==> src/hw/rtl/bmpdec_pkg.sv <==
// ----------------------------------------------------------------------------
// bmpdec_pkg
// Types, codes and header layout for the BMP 24-bit to RGB565 decoder.
// ----------------------------------------------------------------------------
`timescale 1ns / 1ps

package bmpdec_pkg;

	// input item: one byte of the file
	typedef struct packed {
		logic [7:0] data_byte;
		logic       start_of_file;
	} bmpdec_in_t;

	// result item
	typedef struct packed {
		logic [1:0]         status;
		logic [15:0]        pixel_rgb565;
		logic signed [15:0] pixel_x;
		logic signed [15:0] pixel_y;
		logic               last_pixel;
	} bmpdec_out_t;

	// configuration as seen by the parser
	typedef struct packed {
		logic signed [15:0] origin_x;
		logic signed [15:0] origin_y;
		logic               off_screen;
	} bmpdec_cfg_t;

	typedef enum logic [2:0] {
		PH_IDLE,
		PH_HEADER,
		PH_SKIP,
		PH_PIXEL,
		PH_PAD
	} bmpdec_phase_t;

	// result status codes
	localparam logic [1:0] ST_PIXEL      = 2'd0;
	localparam logic [1:0] ST_BAD_SIG    = 2'd1;
	localparam logic [1:0] ST_BAD_FMT    = 2'd2;
	localparam logic [1:0] ST_OFF_SCREEN = 2'd3;

	// configuration register indexes
	localparam logic [1:0] CFG_ORIGIN_X      = 2'd0;
	localparam logic [1:0] CFG_ORIGIN_Y      = 2'd1;
	localparam logic [1:0] CFG_SCREEN_WIDTH  = 2'd2;
	localparam logic [1:0] CFG_SCREEN_HEIGHT = 2'd3;

	localparam logic signed [15:0] ORIGIN_RESET   = 16'sd0;
	localparam logic [14:0]        SCREEN_W_RESET = 15'd240;
	localparam logic [14:0]        SCREEN_H_RESET = 15'd320;

	// header layout: position of the last byte of each checked field
	localparam logic [15:0] HEADER_LEN     = 16'd34;
	localparam logic [15:0] POS_SIG_END    = 16'd1;
	localparam logic [15:0] POS_OFFSET_END = 16'd13;
	localparam logic [15:0] POS_WIDTH_END  = 16'd21;
	localparam logic [15:0] POS_HEIGHT_END = 16'd25;
	localparam logic [15:0] POS_PLANES_END = 16'd27;
	localparam logic [15:0] POS_BPP_END    = 16'd29;
	localparam logic [15:0] POS_COMP_END   = 16'd33;

	localparam logic [15:0] BMP_SIGNATURE = 16'h4D42;
	localparam logic [15:0] BMP_PLANES    = 16'd1;
	localparam logic [15:0] BMP_BPP       = 16'd24;

	// byte lane of a header position within its little-endian field;
	// two-byte fields are the signature, planes and bits per pixel
	function automatic logic [1:0] lane_of(input logic [5:0] pos);
		logic two_byte;
		two_byte = (pos <= 6'd1) || ((pos >= 6'd26) && (pos <= 6'd29));
		if (two_byte) begin
			lane_of = {1'b0, pos[0]};
		end else begin
			lane_of = pos[1:0] ^ 2'b10;
		end
	endfunction

endpackage

==> src/hw/rtl/bmpdec_cfg.sv <==
// ----------------------------------------------------------------------------
// bmpdec_cfg
// Configuration registers and the origin-on-screen test.
// ----------------------------------------------------------------------------
`timescale 1ns / 1ps

module bmpdec_cfg (
	input  logic                     clk,
	input  logic                     arst_n,
	input  logic                     cfg_we,
	input  logic [1:0]               cfg_index,
	input  logic [15:0]              cfg_data,
	output bmpdec_pkg::bmpdec_cfg_t  cfg
);
	import bmpdec_pkg::*;

	logic signed [15:0] origin_x_q;
	logic signed [15:0] origin_y_q;
	logic [14:0]        screen_w_q;
	logic [14:0]        screen_h_q;

	always_ff @(posedge clk or negedge arst_n) begin
		if (!arst_n) begin
			origin_x_q <= ORIGIN_RESET;
			origin_y_q <= ORIGIN_RESET;
			screen_w_q <= SCREEN_W_RESET;
			screen_h_q <= SCREEN_H_RESET;
		end else if (cfg_we) begin
			unique case (cfg_index)
				CFG_ORIGIN_X:      origin_x_q <= cfg_data;
				CFG_ORIGIN_Y:      origin_y_q <= cfg_data;
				CFG_SCREEN_WIDTH:  screen_w_q <= cfg_data[14:0];
				CFG_SCREEN_HEIGHT: screen_h_q <= cfg_data[14:0];
				default: ;
			endcase
		end
	end

	// screen sizes are unsigned, so a zero top bit keeps them in signed range
	always_comb begin
		cfg.origin_x   = origin_x_q;
		cfg.origin_y   = origin_y_q;
		cfg.off_screen = (origin_x_q >= $signed({1'b0, screen_w_q})) ||
		                 (origin_y_q >= $signed({1'b0, screen_h_q}));
	end

endmodule

==> src/hw/rtl/bmpdec_parser.sv <==
// ----------------------------------------------------------------------------
// bmpdec_parser
// Header parser, pixel assembler and coordinate generator: one byte a cycle while fire is high.
// ----------------------------------------------------------------------------
`timescale 1ns / 1ps

module bmpdec_parser (
	input  logic                     clk,
	input  logic                     arst_n,
	input  logic                     fire,
	input  bmpdec_pkg::bmpdec_in_t   item,
	input  bmpdec_pkg::bmpdec_cfg_t  cfg,
	output logic                     res_valid,
	output bmpdec_pkg::bmpdec_out_t  res
);
	import bmpdec_pkg::*;

	bmpdec_phase_t phase_q, phase_d;
	logic [15:0]   pos_q, pos_d;
	logic [15:0]   shift_q, shift_d;
	logic          shift_hi_q, shift_hi_d;
	logic [15:0]   offset_q, offset_d;
	logic [15:0]   width_q, width_d;
	logic [15:0]   height_q, height_d;
	logic [15:0]   col_q, col_d;
	logic [15:0]   row_q, row_d;
	logic [1:0]    pad_q, pad_d;
	logic [1:0]    bip_q, bip_d;
	logic [7:0]    blue_q, blue_d;
	logic [7:0]    green_q, green_d;

	// decoded view of the current byte
	bmpdec_phase_t cur_phase;
	logic [15:0]   cur_pos;
	logic [1:0]    lane;
	logic [15:0]   sh_acc;
	logic          shh_acc;
	logic          off_err;
	logic          in_header;
	logic          bad_sig;
	logic          bad_fmt;
	logic          skip_hit;
	logic          pix_byte;
	logic          pix_emit;
	logic          is_last;
	logic [15:0]   col_inc;
	logic          row_end;

	always_comb begin
		off_err  = item.start_of_file && cfg.off_screen;
		if (off_err) begin
			cur_phase = PH_IDLE;
			cur_pos   = pos_q;
		end else if (item.start_of_file) begin
			cur_phase = PH_HEADER;
			cur_pos   = '0;
		end else begin
			cur_phase = phase_q;
			cur_pos   = pos_q;
		end

		lane = lane_of(cur_pos[5:0]);
		// restart the field accumulator on its first byte
		if (item.start_of_file || lane == 2'd0) begin
			sh_acc  = '0;
			shh_acc = 1'b0;
		end else begin
			sh_acc  = shift_q;
			shh_acc = shift_hi_q;
		end
		case (lane)
			2'd0:    sh_acc[7:0]  = item.data_byte;
			2'd1:    sh_acc[15:8] = item.data_byte;
			default: shh_acc      = shh_acc | (item.data_byte != 8'd0);
		endcase

		in_header = (cur_phase == PH_HEADER) && (cur_pos < HEADER_LEN);
		bad_sig   = in_header && (cur_pos == POS_SIG_END) && (sh_acc != BMP_SIGNATURE);
		bad_fmt   = in_header && (
			((cur_pos == POS_PLANES_END) && (shh_acc || sh_acc != BMP_PLANES)) ||
			((cur_pos == POS_BPP_END) && (shh_acc || sh_acc != BMP_BPP)) ||
			((cur_pos == POS_COMP_END) &&
			 (shh_acc || sh_acc != 16'd0 || offset_q < HEADER_LEN)));

		skip_hit = (cur_phase == PH_SKIP) && (pos_q == offset_q);
		pix_byte = (cur_phase == PH_PIXEL) || skip_hit;
		pix_emit = pix_byte && bip_q[1];

		is_last = (row_q == height_q - 16'd1) && (col_q == width_q - 16'd1);
		col_inc = col_q + 16'd1;
		row_end = (col_inc == width_q);
	end

	// next state
	always_comb begin
		phase_d    = phase_q;
		pos_d      = pos_q;
		shift_d    = shift_q;
		shift_hi_d = shift_hi_q;
		offset_d   = offset_q;
		width_d    = width_q;
		height_d   = height_q;
		col_d      = col_q;
		row_d      = row_q;
		pad_d      = pad_q;
		bip_d      = bip_q;
		blue_d     = blue_q;
		green_d    = green_q;

		if (off_err) begin
			phase_d = PH_IDLE;
		end else begin
			unique case (cur_phase)
				PH_HEADER: begin
					if (!in_header) begin
						phase_d = PH_IDLE;
					end else begin
						phase_d    = PH_HEADER;
						pos_d      = cur_pos + 16'd1;
						shift_d    = sh_acc;
						shift_hi_d = shh_acc;
						if (bad_sig || bad_fmt) begin
							phase_d = PH_IDLE;
						end else if (cur_pos == POS_OFFSET_END) begin
							offset_d = sh_acc;
						end else if (cur_pos == POS_WIDTH_END) begin
							width_d = sh_acc;
						end else if (cur_pos == POS_HEIGHT_END) begin
							height_d = sh_acc;
						end else if (cur_pos == POS_COMP_END) begin
							col_d = '0;
							row_d = '0;
							bip_d = '0;
							pad_d = '0;
							if (width_q == 16'd0 || height_q == 16'd0) begin
								phase_d = PH_IDLE;
							end else if (offset_q == HEADER_LEN) begin
								phase_d = PH_PIXEL;
							end else begin
								phase_d = PH_SKIP;
							end
						end
					end
				end
				PH_SKIP: begin
					if (!skip_hit) begin
						pos_d = pos_q + 16'd1;
					end
				end
				PH_PAD: begin
					pad_d = pad_q - 2'd1;
					if (pad_q == 2'd1) begin
						row_d   = row_q + 16'd1;
						phase_d = PH_PIXEL;
					end
				end
				default: ;
			endcase

			if (pix_byte) begin
				phase_d = PH_PIXEL;
				unique case (bip_q)
					2'd0: begin
						blue_d = item.data_byte;
						bip_d  = 2'd1;
					end
					2'd1: begin
						green_d = item.data_byte;
						bip_d   = 2'd2;
					end
					default: begin
						bip_d = 2'd0;
						col_d = col_inc;
						if (row_end) begin
							col_d = '0;
							if (is_last) begin
								phase_d = PH_IDLE;
							end else begin
								// padding to 4 bytes equals width mod 4 for 3-byte pixels
								pad_d = width_q[1:0];
								if (width_q[1:0] != 2'd0) begin
									phase_d = PH_PAD;
								end else begin
									row_d = row_q + 16'd1;
								end
							end
						end
					end
				endcase
			end
		end
	end

	// result
	always_comb begin
		res_valid = fire && (off_err || bad_sig || bad_fmt || pix_emit);
		res       = '0;
		if (off_err) begin
			res.status = ST_OFF_SCREEN;
		end else if (bad_sig) begin
			res.status = ST_BAD_SIG;
		end else if (bad_fmt) begin
			res.status = ST_BAD_FMT;
		end else begin
			res.status       = ST_PIXEL;
			res.pixel_rgb565 = {item.data_byte[7:3], green_q[7:2], blue_q[7:3]};
			res.pixel_x      = cfg.origin_x + $signed(col_q);
			// rows arrive bottom-up
			res.pixel_y      = cfg.origin_y + $signed(height_q - 16'd1 - row_q);
			res.last_pixel   = is_last;
		end
	end

	always_ff @(posedge clk or negedge arst_n) begin
		if (!arst_n) begin
			phase_q    <= PH_IDLE;
			pos_q      <= '0;
			shift_q    <= '0;
			shift_hi_q <= 1'b0;
			offset_q   <= '0;
			width_q    <= '0;
			height_q   <= '0;
			col_q      <= '0;
			row_q      <= '0;
			pad_q      <= '0;
			bip_q      <= '0;
			blue_q     <= '0;
			green_q    <= '0;
		end else if (fire) begin
			phase_q    <= phase_d;
			pos_q      <= pos_d;
			shift_q    <= shift_d;
			shift_hi_q <= shift_hi_d;
			offset_q   <= offset_d;
			width_q    <= width_d;
			height_q   <= height_d;
			col_q      <= col_d;
			row_q      <= row_d;
			pad_q      <= pad_d;
			bip_q      <= bip_d;
			blue_q     <= blue_d;
			green_q    <= green_d;
		end
	end

endmodule

==> src/hw/rtl/bmpdec_out_reg.sv <==
// ----------------------------------------------------------------------------
// bmpdec_out_reg
// Result register with valid/stall handshake towards the consumer.
// ----------------------------------------------------------------------------
`timescale 1ns / 1ps

module bmpdec_out_reg (
	input  logic                     clk,
	input  logic                     arst_n,
	input  logic                     load_valid,
	input  bmpdec_pkg::bmpdec_out_t  load_data,
	output logic                     advance,
	output logic                     out_valid,
	input  logic                     out_stall,
	output bmpdec_pkg::bmpdec_out_t  out_data
);
	import bmpdec_pkg::*;

	logic        valid_q;
	bmpdec_out_t data_q;

	// the register may be refilled when empty or when its transfer completes
	assign advance = !(valid_q && out_stall);

	always_ff @(posedge clk or negedge arst_n) begin
		if (!arst_n) begin
			valid_q <= 1'b0;
		end else if (advance) begin
			valid_q <= load_valid;
		end
	end

	always_ff @(posedge clk) begin
		if (advance && load_valid) begin
			data_q <= load_data;
		end
	end

	assign out_valid = valid_q;
	assign out_data  = data_q;

endmodule

==> src/hw/rtl/bmp24_to_rgb565_decoder.sv <==
// ----------------------------------------------------------------------------
// bmp24_to_rgb565_decoder: BMP 24-bit byte stream to RGB565 pixels
// Path: a transferred byte waits in the input register, then the parser
// computes its result combinationally into the result register.
// Throughput: 1 byte per cycle while the result register is not stalled.
// Reset: arst_n clears control state; registers take their listed defaults.
// ----------------------------------------------------------------------------
`timescale 1ns / 1ps

module bmp24_to_rgb565_decoder (
	input  logic                     clk,
	input  logic                     arst_n,
	input  logic                     in_valid,
	output logic                     in_stall,
	input  bmpdec_pkg::bmpdec_in_t   in_data,
	output logic                     out_valid,
	input  logic                     out_stall,
	output bmpdec_pkg::bmpdec_out_t  out_data,
	input  logic                     cfg_we,
	input  logic [1:0]               cfg_index,
	input  logic [15:0]              cfg_data
);
	import bmpdec_pkg::*;

	logic        valid_s1;
	bmpdec_in_t  item_s1;
	logic        advance;
	logic        fire;
	logic        res_valid;
	bmpdec_out_t res;
	bmpdec_cfg_t cfg;

	// hold the byte only while the result register cannot move
	assign in_stall = valid_s1 && !advance;
	assign fire     = valid_s1 && advance;

	always_ff @(posedge clk or negedge arst_n) begin
		if (!arst_n) begin
			valid_s1 <= 1'b0;
		end else if (!in_stall) begin
			valid_s1 <= in_valid;
		end
	end

	always_ff @(posedge clk) begin
		if (in_valid && !in_stall) begin
			item_s1 <= in_data;
		end
	end

	bmpdec_cfg u_cfg (
		.clk       (clk),
		.arst_n    (arst_n),
		.cfg_we    (cfg_we),
		.cfg_index (cfg_index),
		.cfg_data  (cfg_data),
		.cfg       (cfg)
	);

	bmpdec_parser u_parser (
		.clk       (clk),
		.arst_n    (arst_n),
		.fire      (fire),
		.item      (item_s1),
		.cfg       (cfg),
		.res_valid (res_valid),
		.res       (res)
	);

	bmpdec_out_reg u_out_reg (
		.clk        (clk),
		.arst_n     (arst_n),
		.load_valid (res_valid),
		.load_data  (res),
		.advance    (advance),
		.out_valid  (out_valid),
		.out_stall  (out_stall),
		.out_data   (out_data)
	);

endmodule

==> config.mk <==
export PLATFORM = sky130hd
export DESIGN_NAME = bmp24_to_rgb565_decoder
export DESIGN_NICKNAME = d
export VERILOG_FILES = /design/src/hw/rtl/bmpdec_pkg.sv /design/src/hw/rtl/bmpdec_cfg.sv /design/src/hw/rtl/bmpdec_parser.sv /design/src/hw/rtl/bmpdec_out_reg.sv /design/src/hw/rtl/bmp24_to_rgb565_decoder.sv
export SDC_FILE = /design/constraint.sdc
export NUM_CORES = 1
export LEC_CHECK = 0
export BUFFER_PORTS_ARGS = -buffer_cell sky130_fd_sc_hd__buf_2
export CAP_MARGIN = 0
export CORE_MARGIN = 3
export CORE_UTILIZATION = 40
export CTS_CLUSTER_SIZE = 40
export DETAILED_ROUTE_END_ITERATION = 8
export PLACE_DENSITY = 0.61
export SYNTH_ARGS = -nofsm -noshare
export SYNTH_HDL_FRONTEND = slang
export SYNTH_SLANG_ARGS = --single-unit
==> constraint.sdc <==
create_clock -name clk -period 6.14 [get_ports clk]
set_clock_uncertainty 0.1 [all_clocks]
set_input_delay 1.228 -clock clk [delete_from_list [all_inputs] [get_ports clk]]
set_output_delay 1.228 -clock clk [all_outputs]
set_load 0.05 [all_outputs]
======== Word level (Yosys, flattened, before mapping) ========
Cells that the tools add are included.
word-level totals
  register bits ........................... 260
  output and inout port bits .............. 53
  word-level logic and storage cells ...... 222
  bits of input ports ..................... 32
cells by class
  equality and inequality tests ........... 32
  reductions and logical operators ........ 66
  $add $sub $neg .......................... 10
  bitwise gates (word level) .............. 6
  muxes and demuxes ....................... 74
  magnitude comparators ................... 7
operators with widths
  operator                                                                        number
  16-bit two-way mux                                                              27
  16-bit by 1-bit adder with 16-bit output (second input constant)                4
  16-bit == test                                                                  4
  16-bit by 5-bit == test with 1-bit output (second input constant)               4
  16-bit one-hot mux with 2 select lines                                          2
  3-bit two-way mux                                                               16
  2-bit two-way mux                                                               21
  16-bit adder                                                                    2
  16-bit by 6-bit == test with 1-bit output (second input constant)               2
  16-bit greater-or-equal comparator                                              2
  16-bit logical NOT                                                              2
  16-bit by 6-bit less-than comparator with 1-bit output (second input constant)  2
  16-bit by 1-bit subtractor with 16-bit output (second input constant)           2
  1-bit logical AND                                                               18
  16-bit by 1-bit == test with 1-bit output (second input constant)               1
  16-bit by 4-bit == test with 1-bit output (second input constant)               1
  8-bit two-way mux                                                               2
  16-bit by 1-bit inequality test with 1-bit output (second input constant)       1
  16-bit by 15-bit inequality test with 1-bit output (second input constant)      1
  16-bit by 5-bit inequality test with 1-bit output (second input constant)       1
  16-bit nonzero test                                                             1
  16-bit subtractor                                                               1
  1-bit logical OR                                                                15
  4-bit AND reduction                                                             3
  other kinds (31)                                                                60

======== Logic depth before layout (Yosys ltp) ========
Gate-level depths: netlist of run 1.
  word-level depth ........................ 27
  gate-level depth with buffers ........... 17
  mapped depth without buffers ............ 17

======== Hierarchy ========
Synthesis of run 1 repeated with hierarchy kept, for this count alone.
second synthesis, totals
  cells, all modules ...................... 1507
  area total of the unflattened synthesis .. 15645.0 µm²
modules (own cells, without submodules)
  module                   cells an instance  sequential area each (µm²)  times used  area each (µm²)
  bmpdec_parser            1200               3278.1                      1           10665.2
  bmpdec_cfg               237                1559.0                      1           3066.7
  bmpdec_out_reg           55                 1556.5                      1           1579.0
  bmp24_to_rgb565_decoder  15                 295.3                       1           334.1

======== Worst setup path after synthesis of run 1 ========
Ideal clock, no wire load.
  path type ............................... register -> register
  start ................................... register u_cfg.screen_w_q[4]
  end ..................................... register u_out_reg.data_q, in the netlist u_out_reg.out_data[0] (enable)
  path slack .............................. 997 ps
  period minus slack after synthesis ...... 5143 ps
  buffers on the path ..................... 2
  stages on the path, launching flop included .. 16
  data arrival time ....................... 4631 ps
  library setup time ...................... 412 ps
  required time ........................... 5628 ps
  cells stage by stage .................... dfstp_2 > inv_1 > ha_1 > inv_1 > or4_1 > a21o_1 > a31o_1 > and2_1 > or4_1 > buf_2 > a311oi_1 > o21ai_1 > a21boi_0 > or2_2 > buf_2 > o21a_1
on the way
  word-level cells in the longest chain between the ends .. 22
  elaborated cells on any way between the ends .. 55
  those cells by class .................... order compare (5); eq/ne (11); mux (8); bitwise (2); reduce/logical (29)
ends and longest elaborated chain
  what                                                                                                                                       RTL line                                  text
  start, declared                                                                                                                            bmpdec_cfg.sv:19                          logic [14:0] screen_w_q;
  start signal, assigned                                                                                                                     bmpdec_cfg.sv:32                          CFG_SCREEN_WIDTH: screen_w_q <= cfg_data[14:0];
  16-bit greater-or-equal comparator (*)                                                                                                     bmpdec_cfg.sv:43                          cfg.off_screen = (origin_x_q >= $signed({1'b0, screen_w_q})) ||
  1-bit logical OR (*)                                                                                                                       bmpdec_cfg.sv:43
  1-bit logical AND (*)                                                                                                                      bmpdec_parser.sv:50                       off_err = item.start_of_file && cfg.off_screen;
  16-bit two-way mux                                                                                                                         bmpdec_parser.sv:51                       if (off_err) begin
  6-bit by 5-bit greater-or-equal comparator with 1-bit output or 6-bit by 5-bit less-or-equal comparator with 1-bit output (tied branches)  bmpdec_pkg.sv:73                          two_byte = (pos <= 6'd1) || ((pos >= 6'd26) && (pos <= 6'd29));
  1-bit logical AND                                                                                                                          bmpdec_pkg.sv:73
  1-bit logical OR                                                                                                                           bmpdec_pkg.sv:73
  2-bit two-way mux                                                                                                                          bmpdec_pkg.sv:74                          if (two_byte) begin
  (+6 left out)                                                                                                                              -
  1-bit logical AND (tied with other cells)                                                                                                  bmpdec_parser.sv:80                       ((cur_pos == POS_PLANES_END) && (shh_acc || sh_acc != BMP_PLANES)) ||
  1-bit logical OR or 1-bit logical AND (tied branches)                                                                                      bmpdec_parser.sv:80, bmpdec_parser.sv:82
  1-bit logical OR                                                                                                                           bmpdec_parser.sv:81                       ((cur_pos == POS_BPP_END) && (shh_acc || sh_acc != BMP_BPP)) ||
  1-bit logical AND                                                                                                                          bmpdec_parser.sv:79                       bad_fmt = in_header && (
  1-bit logical OR                                                                                                                           bmpdec_parser.sv:196                      res_valid = fire && (off_err || bad_sig || bad_fmt || pix_emit);
  1-bit logical OR (*)                                                                                                                       bmpdec_parser.sv:196
  1-bit logical AND (*)                                                                                                                      bmpdec_parser.sv:196
  1-bit logical AND (*)                                                                                                                      bmpdec_out_reg.sv:34                      if (advance && load_valid) begin
  end signal, assigned                                                                                                                       bmpdec_out_reg.sv:35                      data_q <= load_data;
  end, declared                                                                                                                              bmpdec_out_reg.sv:20                      bmpdec_out_t data_q;
Every way passes the cells marked *; elsewhere a longest branch is shown, timed or not.
A chain may end at the register's enable or synchronous reset.

======== Worst setup path after layout of run 1 ========
  start ................................... register u_cfg.screen_w_q[7]
  end ..................................... register u_out_reg.data_q, in the netlist u_out_reg.out_data[9] (enable)
The elaborated chain is that of the path after synthesis.

==> results of run 1 <==
[cell usage in the layout (no fill, tap or decap), drive strengths merged, types with 6 or more instances in the layout]
| master | netlist | layout |
|---|---|---|
| inv | 101 | 103 |
| ha | 68 | 68 |
| and4 | 6 | 6 |
| o21ai | 118 | 118 |
| nand2b | 15 | 15 |
| dfrtp | 189 | 189 |
| o21a | 10 | 10 |
| and3 | 22 | 22 |
| nor2 | 82 | 82 |
| dfstp | 6 | 6 |
| nand3b | 10 | 10 |
| a21boi | 10 | 10 |
| nand4 | 20 | 20 |
| nor2b | 11 | 11 |
| nor3 | 43 | 43 |
| or4 | 14 | 14 |
| a221o | 6 | 6 |
| nor4 | 27 | 27 |
| or2 | 6 | 6 |
| a22oi | 13 | 13 |
| mux2 | 88 | 88 |
| or3 | 19 | 19 |
| xnor2 | 48 | 48 |
| fa | 16 | 16 |
| edfxtp | 60 | 60 |
| a21o | 8 | 8 |
| nand2 | 111 | 111 |
| a31oi | 10 | 10 |
| xor2 | 45 | 45 |
| clkbuf | 47 | 42 |
| o31ai | 14 | 14 |
| a21oi | 53 | 53 |
| buf | 22 | 93 |
| mux2i | 14 | 14 |
| nor4b | 7 | 7 |
| and2 | 27 | 27 |
| nor3b | 6 | 6 |
| a211o | 6 | 6 |
| a22o | 21 | 21 |
| nand3 | 45 | 45 |
[state kept, by name, summed over array words and instances, names as in the netlist, 2 cells and up]
| name | flops |
|---|---|
| u_parser.width_q | 16 |
| u_parser.pos_q | 16 |
| u_parser.shift_q | 16 |
| u_parser.green_q | 6 |
| u_parser.col_q | 16 |
| u_parser.blue_q | 5 |
| u_parser.pad_q | 2 |
| u_parser.bip_q | 2 |
| u_cfg.origin_x_q | 16 |
| u_parser.phase_q | 3 |
| u_cfg.screen_h_q | 15 |
| item_s1 | 9 |
| u_cfg.origin_y_q | 16 |
| u_cfg.screen_w_q | 15 |
| u_parser.offset_q | 16 |
| u_parser.height_q | 16 |
| u_parser.row_q | 16 |
| u_out_reg.out_data | 51 |
[through the flow]
stage	utilization (%)	total power, mW
final	45.93	8.360
after global routing	45.93	8.994
after CTS	45.93	8.405
after detailed placement	43.25	6.565
after global placement	43.25	6.497
after floorplan	-	5.459
[worst max-delay path, delay by kind of cell (launching register included)]
kind	cells	cell delay, ns
flops	1	0.53
fa+ha+maj	1	0.30
compound gates	6	1.32
buf+inv	2	0.41
simple gates	5	1.95
[worst paths after layout]
check | from | to | slack [ns] | cells past startpoint
worst max-delay path | u_cfg.screen_w_q[7] | u_out_reg.out_data[9] | 1.17 | 14
worst min-delay path | u_parser.green_q[3] | u_parser.green_q[3] | 0.40 | 1
worst max register to register | u_cfg.screen_w_q[7] | u_out_reg.out_data[9] | 1.17 | 14
worst min register to register | u_parser.green_q[3] | u_parser.green_q[3] | 0.40 | 1
max in group asynchronous | arst_n | u_parser.pos_q[10] | 4.06 | 2
min in group asynchronous | arst_n | u_cfg.origin_y_q[3] | 0.58 | 1
[cells by family after synthesis]
family / synth area share (%)
DFF: 44.15
and+or+nand+nor: 16.99
buffers and inverters: 4.575
AOI/OAI and AO/OA: 13.53
xor gates and xnor gates: 5.574
muxes: 7.465
adders and majority gates: 7.729
[report_power, final]
| part | internal (mW) | switching (mW) | leakage (nW) |
|---|---|---|---|
| clock | 1.10 | 0.704 | 0.486 |
| combinational | 1.62 | 2.54 | 3.92 |
| sequential | 2.13 | 0.260 | 3.07 |
| total | 4.85 | 3.51 | 7.48 |
[layer usage]
layer	part of all wire (%)	wire length [um]	global-route usage, %
met1	47	18310	27.64
met3	5.6	2192	2.740
met5	0	0	0
met2	44	17310	30.17
met4	3.2	1256	5.797
[cell type report]
class / count / area [um2]
tap: 504 / 630.6
multi-input combinational: 1074 / 7782
inverter: 101 / 379.1
sequential: 255 / 6689
clock buffer: 41 / 822.0
clock inverter: 12 / 167.7
timing repair buffer: 94 / 504.2
fill: 3464 / 19990
==> flow_metrics.tcl, run 1 <==
set metrics [dict create \
    synth.top_cells.by_area "dfrtp_1 31%, edfxtp_1 12%, mux2_2 6.5%" \
    place_area_um2 15990 \
    numCtsBuffers 29 \
    drt-vias-per-instance 5.603 \
    rows 70 \
    leakage_nw 7.479 \
    slew_headroom_pct 31.92 \
    yosysWarnings 0 \
    tightest_slew_ns 1.014 \
    critical_path_class "reg -> reg" \
    die_h_um 200.6 \
    hpwlAfterDp_um 29030 \
    cp.required_ns 6.25 \
    post-route-period-util_pct 81.01 \
    yosysTopAreaCell "dfrtp_1" \
    final.min_clock_period_ns 4.974 \
    synthToLayoutAreaGrowth_pct 12.03 \
    hold_viol 0 \
    ant_nets 0 \
    syn_avg_cell_area_um2 10.11 \
    fmax_ghz 0.2010 \
    crit_arrival_ns 5.09 \
    critPathMaxFanout 28 \
    cts_tree "done" \
    place.gp.congestion 0.9099 \
    yosys_register_bits 255 \
    dr_total_vias 11659 \
    netlist.area_leader.share_pct 31.21 \
    setup_tns_ns 0 \
    nets 1671 \
    cts.sinks 255 \
    fp.coreArea_um2 36960 \
    cp_cell_sequence "inv_1 -> ha_1 -> nand4_1 -> or4_1 -> a21o_1 -> a31o_1 -> and2_1 -> or4_1 -> a311oi_1 -> o21ai_1 -> a21boi_0 -> or2_2 -> o21a_2 -> buf_4" \
    dr.pass1.iters 5 \
    post_cts_buffers 0 \
    syn_inst 1499 \
    clock_path_buffers 3 \
    crit_top_cell "or4_1" \
    synth_ff_type "dfrtp_1" \
    synth_edf_count 60 \
    portBuffers 84 \
    grt_overflow 0 \
    grt_pass1_wl_um 62770 \
    dieArea_um2 40250 \
    cts_hold_buf 0 \
    grt_pass1_vias 11130 \
    hold-worst-slack_ns 0.3959 \
    powerDensity_nw_per_um2 492.5 \
    stdcell_area_um2 16980 \
    diodes 0 \
    yosysMostFrequentCell "dfrtp_1" \
    stdcell_count 2081 \
    maxCapViolCount 0 \
    track_usage_pct 19.20 \
    slew_viol_final 0 \
    async_flop_share_pct 76.47 \
    yosysUniqueCellTypes 86 \
    ir_drop_mv 0.3092 \
    place_ws_ns 1.229 \
    grt_start_max_net_pins 79 \
    critPathSlowestCell "or4_1" \
    syn_nets 1615 \
    setup_viol 0 \
    drcViolationCount 0 \
    htreeDepth 1 \
    clkLatencyLatePin_ns 0.57 \
    drt-total-wl_um 39070 \
    wl_per_cell_um 18.77 \
    die_w_um 200.6 \
    yosysSeqAreaShare_pct 44.15 \
    netlist_area_um2 15150 \
    drtIter0Drc 783 \
    holdCritPathClass "reg -> reg" \
    antenna_found_initial 0 \
    setup.worst_path.end_class "flop" \
    path_clk_slew_ns 0.06 \
    fin_ws_ns 1.166 \
    cts_resized 0 \
    start_util_pct 41.00 \
    grt_setup_unrepaired "no" \
    yosys-top-cells-count "189 x dfrtp_1, 111 x nand2_1, 102 x o21ai_0, 101 x inv_1, 87 x mux2_2" \
    status "finished, final reports clean" \
    io_pins 85 \
    slowest_delay_ns 0.73 \
    root_buffer "clkbuf_16" \
    start_kind "flop" \
    place_inst 2028 \
    drive_above_1_share_pct 16.30 \
]
Power figures use the tool's default switching activity.
==> inputs of run 2 (changes only) <==
==> constraint.sdc (replaced) <==
create_clock -name clk -period 4.8 [get_ports clk]
set_clock_uncertainty 0.1 [all_clocks]
set_input_delay 0.96 -clock clk [delete_from_list [all_inputs] [get_ports clk]]
set_output_delay 0.96 -clock clk [all_outputs]
set_load 0.05 [all_outputs]
==> flow_metrics.tcl, run 2 (synthesized netlist as in run 1, its figures left out) <==
set metrics [dict create \
    status "finished, final reports clean" \
    place_ws_ns 0.1446 \
    dr.pass1.iters 5 \
    diodes 0 \
    slew_headroom_pct 34.73 \
    tightest_slew_ns 0.9726 \
    setup_tns_ns 0 \
    clock_path_buffers 3 \
    fill_cells 3506 \
    r2r_end "u_parser.offset_q[2]" \
    final.min_clock_period_ns 4.608 \
    die_h_um 200.6 \
    ir_drop_mv 0.3178 \
    holdCritPathClass "in -> async" \
    hpwlAfterDp_um 29680 \
    fin_ws_ns 0.1921 \
    final_cell_mix "187 x dfrtp_1, 111 x nand2_1, 101 x inv_1, 101 x o21ai_0, 87 x mux2_2" \
    fp.coreArea_um2 36960 \
    dieArea_um2 40250 \
    slew_viol_final 0 \
    drcViolationCount 0 \
    wl_per_cell_um 18.90 \
    start_kind "flop" \
    start_util_pct 41.00 \
    grt_overflow 0 \
    critical_path_class "reg -> reg" \
    grt_pass1_vias 11460 \
    ant_nets 0 \
    post-route-period-util_pct 96.00 \
    largest_reg_flops 51 \
    drt-total-wl_um 39710 \
    nets 1690 \
    crit_arrival_ns 4.92 \
    maxCapViolCount 0 \
    drive_above_1_share_pct 17.78 \
    reg2regPathDepth 15 \
    root_buffer "clkbuf_16" \
    cts.sinks 255 \
    dr_total_vias 11654 \
    critPathMaxFanout 10 \
    grt_pass1_wl_um 64690 \
    synthToLayoutAreaGrowth_pct 13.36 \
    track_usage_pct 19.75 \
    drt-vias-per-instance 5.547 \
    cp.required_ns 5.11 \
    numCtsBuffers 29 \
    antenna_found_initial 0 \
    setup.worst_path.end_class "flop" \
    die_w_um 200.6 \
    r2r_start "u_cfg.screen_w_q[7]" \
    r2r_setup_slack_ns 0.19 \
    final_common_cell "dfrtp_1" \
    cts_tree "done" \
    rows 70 \
    portBuffers 84 \
    drtIter0Drc 888 \
    place.gp.congestion 0.9284 \
    htreeDepth 1 \
    fmax_ghz 0.2170 \
    setup_viol 0 \
    path_clk_slew_ns 0.06 \
    powerDensity_nw_per_um2 629.9 \
    leakage_nw 7.588 \
    grt_start_max_net_pins 93 \
    grt_setup_unrepaired "no" \
    clkLatencyLatePin_ns 0.57 \
    io_pins 85 \
    hold_viol 0 \
]
-- run 2: cell type report --
type	count	area, um2	area share, %
Tap cell	504	630.6	3.671
Inverter	101	379.1	2.207
Clock buffer	36	823.3	4.793
Timing Repair Buffer	113	663.1	3.861
Clock inverter	18	209.0	1.216
Multi-Input combinational cell	1074	7780	45.29
Sequential cell	255	6691	38.96
-- run 2: critical path: stages, from the launching register on --
cell      delay, ns
dfstp_2        0.53
inv_1          0.04
ha_1           0.30
a21oi_1        0.13
a21boi_0       0.12
o31ai_1        0.31
a31o_1         0.37
nor4bb_1       0.45
buf_4          0.23
o221a_2        0.20
nand4_1        0.15
o21ai_1        0.24
nand3_1        0.14
or4_1          0.73
buf_4          0.27
mux2i_1        0.12
-- run 2: power breakdown --
| group | internal (mW) | total (mW) | switching [mW] |
|---|---|---|---|
| Combinational | 2.14 | 5.39 | 3.25 |
| Sequential | 2.73 | 3.07 | 0.341 |
| Clock | 1.43 | 2.36 | 0.927 |
| Total | 6.30 | 10.8 | 4.52 |
-- run 2: timing repair --
item / CTS / global route
endpoints found under the setup margin: 0 / 31
buffers inserted: 0 / 1
endpoints found under the hold margin: 0 / 0
hold buffers: 0 / 0
resized for setup: 0 / 6
-- run 2: per-layer routing --
layer / part of all wire (%) / GRT usage (%) / routed length, um
met1: 47 / 28.05 / 18590
met3: 4.7 / 2.805 / 1859
met5: 0 / 0 / 0
met2: 45 / 31.08 / 17790
met4: 3.7 / 6.851 / 1474
-- run 2: worst max-delay path by stage --
stage	from	end
floorplan	u_cfg.screen_w_q[4]	u_out_reg.out_data[0]
detailed placement	u_parser.height_q[0]	u_out_reg.out_data[15]
global route	u_cfg.screen_w_q[7]	u_parser.offset_q[2]
global placement	u_parser.height_q[0]	u_out_reg.out_data[15]
CTS	u_parser.height_q[0]	u_out_reg.out_data[15]
finish	u_cfg.screen_w_q[7]	u_parser.offset_q[2]
-- run 2: per-stage QoR --
step / util, % / hold WS [ns] / instances / total power [mW] / area, um2
2_1_floorplan: - / 0.3511 / 1499 / 6.982 / 15150
3_3_place_gp: 43.63 / 0.3743 / 2046 / 8.327 / 16130
3_5_place_dp: 43.63 / 0.3844 / 2046 / 8.408 / 16130
4_1_cts: 46.43 / 0.3989 / 2100 / 10.81 / 17160
5_1_grt: 46.47 / 0.4189 / 2101 / 11.65 / 17180
6_report: 46.47 / 0.3724 / 2101 / 10.82 / 17180
==> inputs of run 3 (changes only) <==
--- a/config.mk
+++ b/config.mk
@@ -8,10 +8,10 @@
 export BUFFER_PORTS_ARGS = -buffer_cell sky130_fd_sc_hd__buf_2
 export CAP_MARGIN = 0
 export CORE_MARGIN = 3
-export CORE_UTILIZATION = 40
+export CORE_UTILIZATION = 45
 export CTS_CLUSTER_SIZE = 40
 export DETAILED_ROUTE_END_ITERATION = 8
-export PLACE_DENSITY = 0.61
+export PLACE_DENSITY = 0.67
 export SYNTH_ARGS = -nofsm -noshare
 export SYNTH_HDL_FRONTEND = slang
 export SYNTH_SLANG_ARGS = --single-unit
==> flow_metrics.tcl, run 3 (synthesized netlist as in run 1, its figures left out) <==
set metrics [dict create \
    critPathMaxFanout 16 \
    io_pins 85 \
    crit_arrival_ns 4.79 \
    track_usage_pct 21.83 \
    htreeDepth 1 \
    drive_above_1_share_pct 17.04 \
    dieArea_um2 35910 \
    synthToLayoutAreaGrowth_pct 11.63 \
    slew_viol_final 0 \
    die_h_um 189.5 \
    setup_viol 0 \
    maxCapViolCount 0 \
    clkLatencyLatePin_ns 0.54 \
    largest_reg_flops 51 \
    power.total_mw 10.45 \
    ant_nets 0 \
    grt_pass1_vias 11350 \
    portBuffers 84 \
    post-route-period-util_pct 93.39 \
    start_kind "flop" \
    numCtsBuffers 27 \
    cp.required_ns 5.11 \
    wl_per_cell_um 19.17 \
    grt_setup_unrepaired "no" \
    hold_viol 0 \
    wl_met2_um 17590 \
    place.gp.congestion 0.9182 \
    critPathSlowestCell "dfstp_2" \
    final.min_clock_period_ns 4.483 \
    ir_drop_mv 0.3593 \
    cts.sinks 255 \
    dr.pass1.iters 5 \
    slew_headroom_pct 30.31 \
    slowest_delay_ns 0.52 \
    start_util_pct 46.10 \
    crit_top_cell "buf_4" \
    cts_tree "done" \
    drcViolationCount 0 \
    setup_tns_ns 0 \
    cts_hold_buf 0 \
    die_w_um 189.5 \
    status "finished, final reports clean" \
    dr_total_vias 11662 \
    cp_cell_sequence "inv_1 -> ha_1 -> a21oi_1 -> a21boi_0 -> o31ai_1 -> a31o_1 -> nor4bb_2 -> buf_4 -> o221a_2 -> nand4_1 -> o21ai_1 -> nand3_1 -> or4_1 -> buf_4 -> mux2_1" \
    holdCritPathClass "reg -> reg" \
    final_cell_mix "189 x dfrtp_1, 111 x nand2_1, 101 x inv_1, 101 x o21ai_0, 87 x mux2_2" \
    antenna_found_initial 1 \
    nets 1686 \
    routed-wl-met3_um 2309 \
    drtIter0Drc 693 \
    hp-start "u_parser.green_q[2]" \
    dr.max_layer_used "met5" \
    final_common_cell "dfrtp_1" \
    cp-startpoint "u_cfg.screen_w_q[7]" \
    path_clk_slew_ns 0.06 \
    diodes 0 \
    r2r_start "u_cfg.screen_w_q[7]" \
    clock_path_buffers 3 \
    drt-met1-wl_um 17440 \
    critical_path_class "reg -> reg" \
    drt-total-wl_um 38950 \
    rows 66 \
    hpwlAfterDp_um 29040 \
    tightest_slew_ns 1.041 \
    grt_start_max_net_pins 121 \
    fp.coreArea_um2 32870 \
    leakage_nw 7.510 \
    setup.worst_path.end_class "flop" \
    root_buffer "clkbuf_16" \
    fmax_ghz 0.2231 \
    grt_overflow 0 \
    grt_pass1_wl_um 63160 \
    powerDensity_nw_per_um2 617.7 \
    drt-vias-per-instance 5.739 \
]
run 3: cell types whose count changed in the layout (fill, tap and decap cells not counted), sizes merged:
| cell | change |
|---|---|
| bufinv | -3 |
| clkinvlp | -3 |
| inv | -3 |
| buf | -2 |
| clkbuf | +2 |
| clkinv | +2 |
run 3: final cells by class:
type / instances / area (um2)
fill: 3037 / 15950
multi-input combinational: 1074 / 7794
sequential: 255 / 6689
clock buffer: 38 / 767.0
timing repair buffer: 111 / 656.9
tap: 442 / 553.0
inverter: 101 / 379.1
clock inverter: 11 / 75.07
run 3: repair_timing:
item | in CTS | in global routing
endpoints found under the setup margin | 0 | 131
buffers inserted | 0 | 0
gates resized for setup | 0 | 6
run 3: path summary, 6_finish.rpt:
path                                         endpoint  slack, ns  depth (start not counted)
worst max-delay path            u_parser.offset_q[13]       0.32                         15
worst min-delay path              u_parser.green_q[2]       0.40                          1
worst max register to register  u_parser.offset_q[13]       0.32                         15
worst min register to register    u_parser.green_q[2]       0.40                          1
max in group asynchronous          u_parser.pos_q[13]       3.19                          2
min in group asynchronous         u_cfg.screen_h_q[3]       0.43                          1
run 3: metal layers:
layer	up-vias	GRT usage (%)
met1	5668	30.20
li1	5574	-
met2	344	34.69
met3	74	3.629
met4	2	8.075
met5	-	0
run 3: worst max-delay path, delay by kind of cell (launching register included):
kind	cells	cell delay, ns
simple gates	4	1.27
fa+ha+maj	1	0.30
mux	1	0.32
compound gates	6	1.35
flops	1	0.52
buf+inv	3	0.50
run 3: stage by stage:
step	util, %	cell area [um2]	instances	setup slack (ns)	hold WS [ns]
after floorplan	-	15150	1499	0.1653	0.3511
after global placement	48.85	16050	1983	0.3065	0.3733
after detailed placement	48.85	16050	1983	0.2814	0.3814
after CTS	51.41	16900	2032	0.2443	0.3946
after global routing	51.46	16910	2032	0.01133	0.4063
final	51.46	16910	2032	0.3171	0.3965
run 3: power by group:
group / internal, mW / leakage, nW / switching (mW)
clock network: 1.16 / 0.420 / 0.845
registers: 2.73 / 3.07 / 0.342
logic: 2.13 / 4.02 / 3.24
total: 6.02 / 7.51 / 4.43
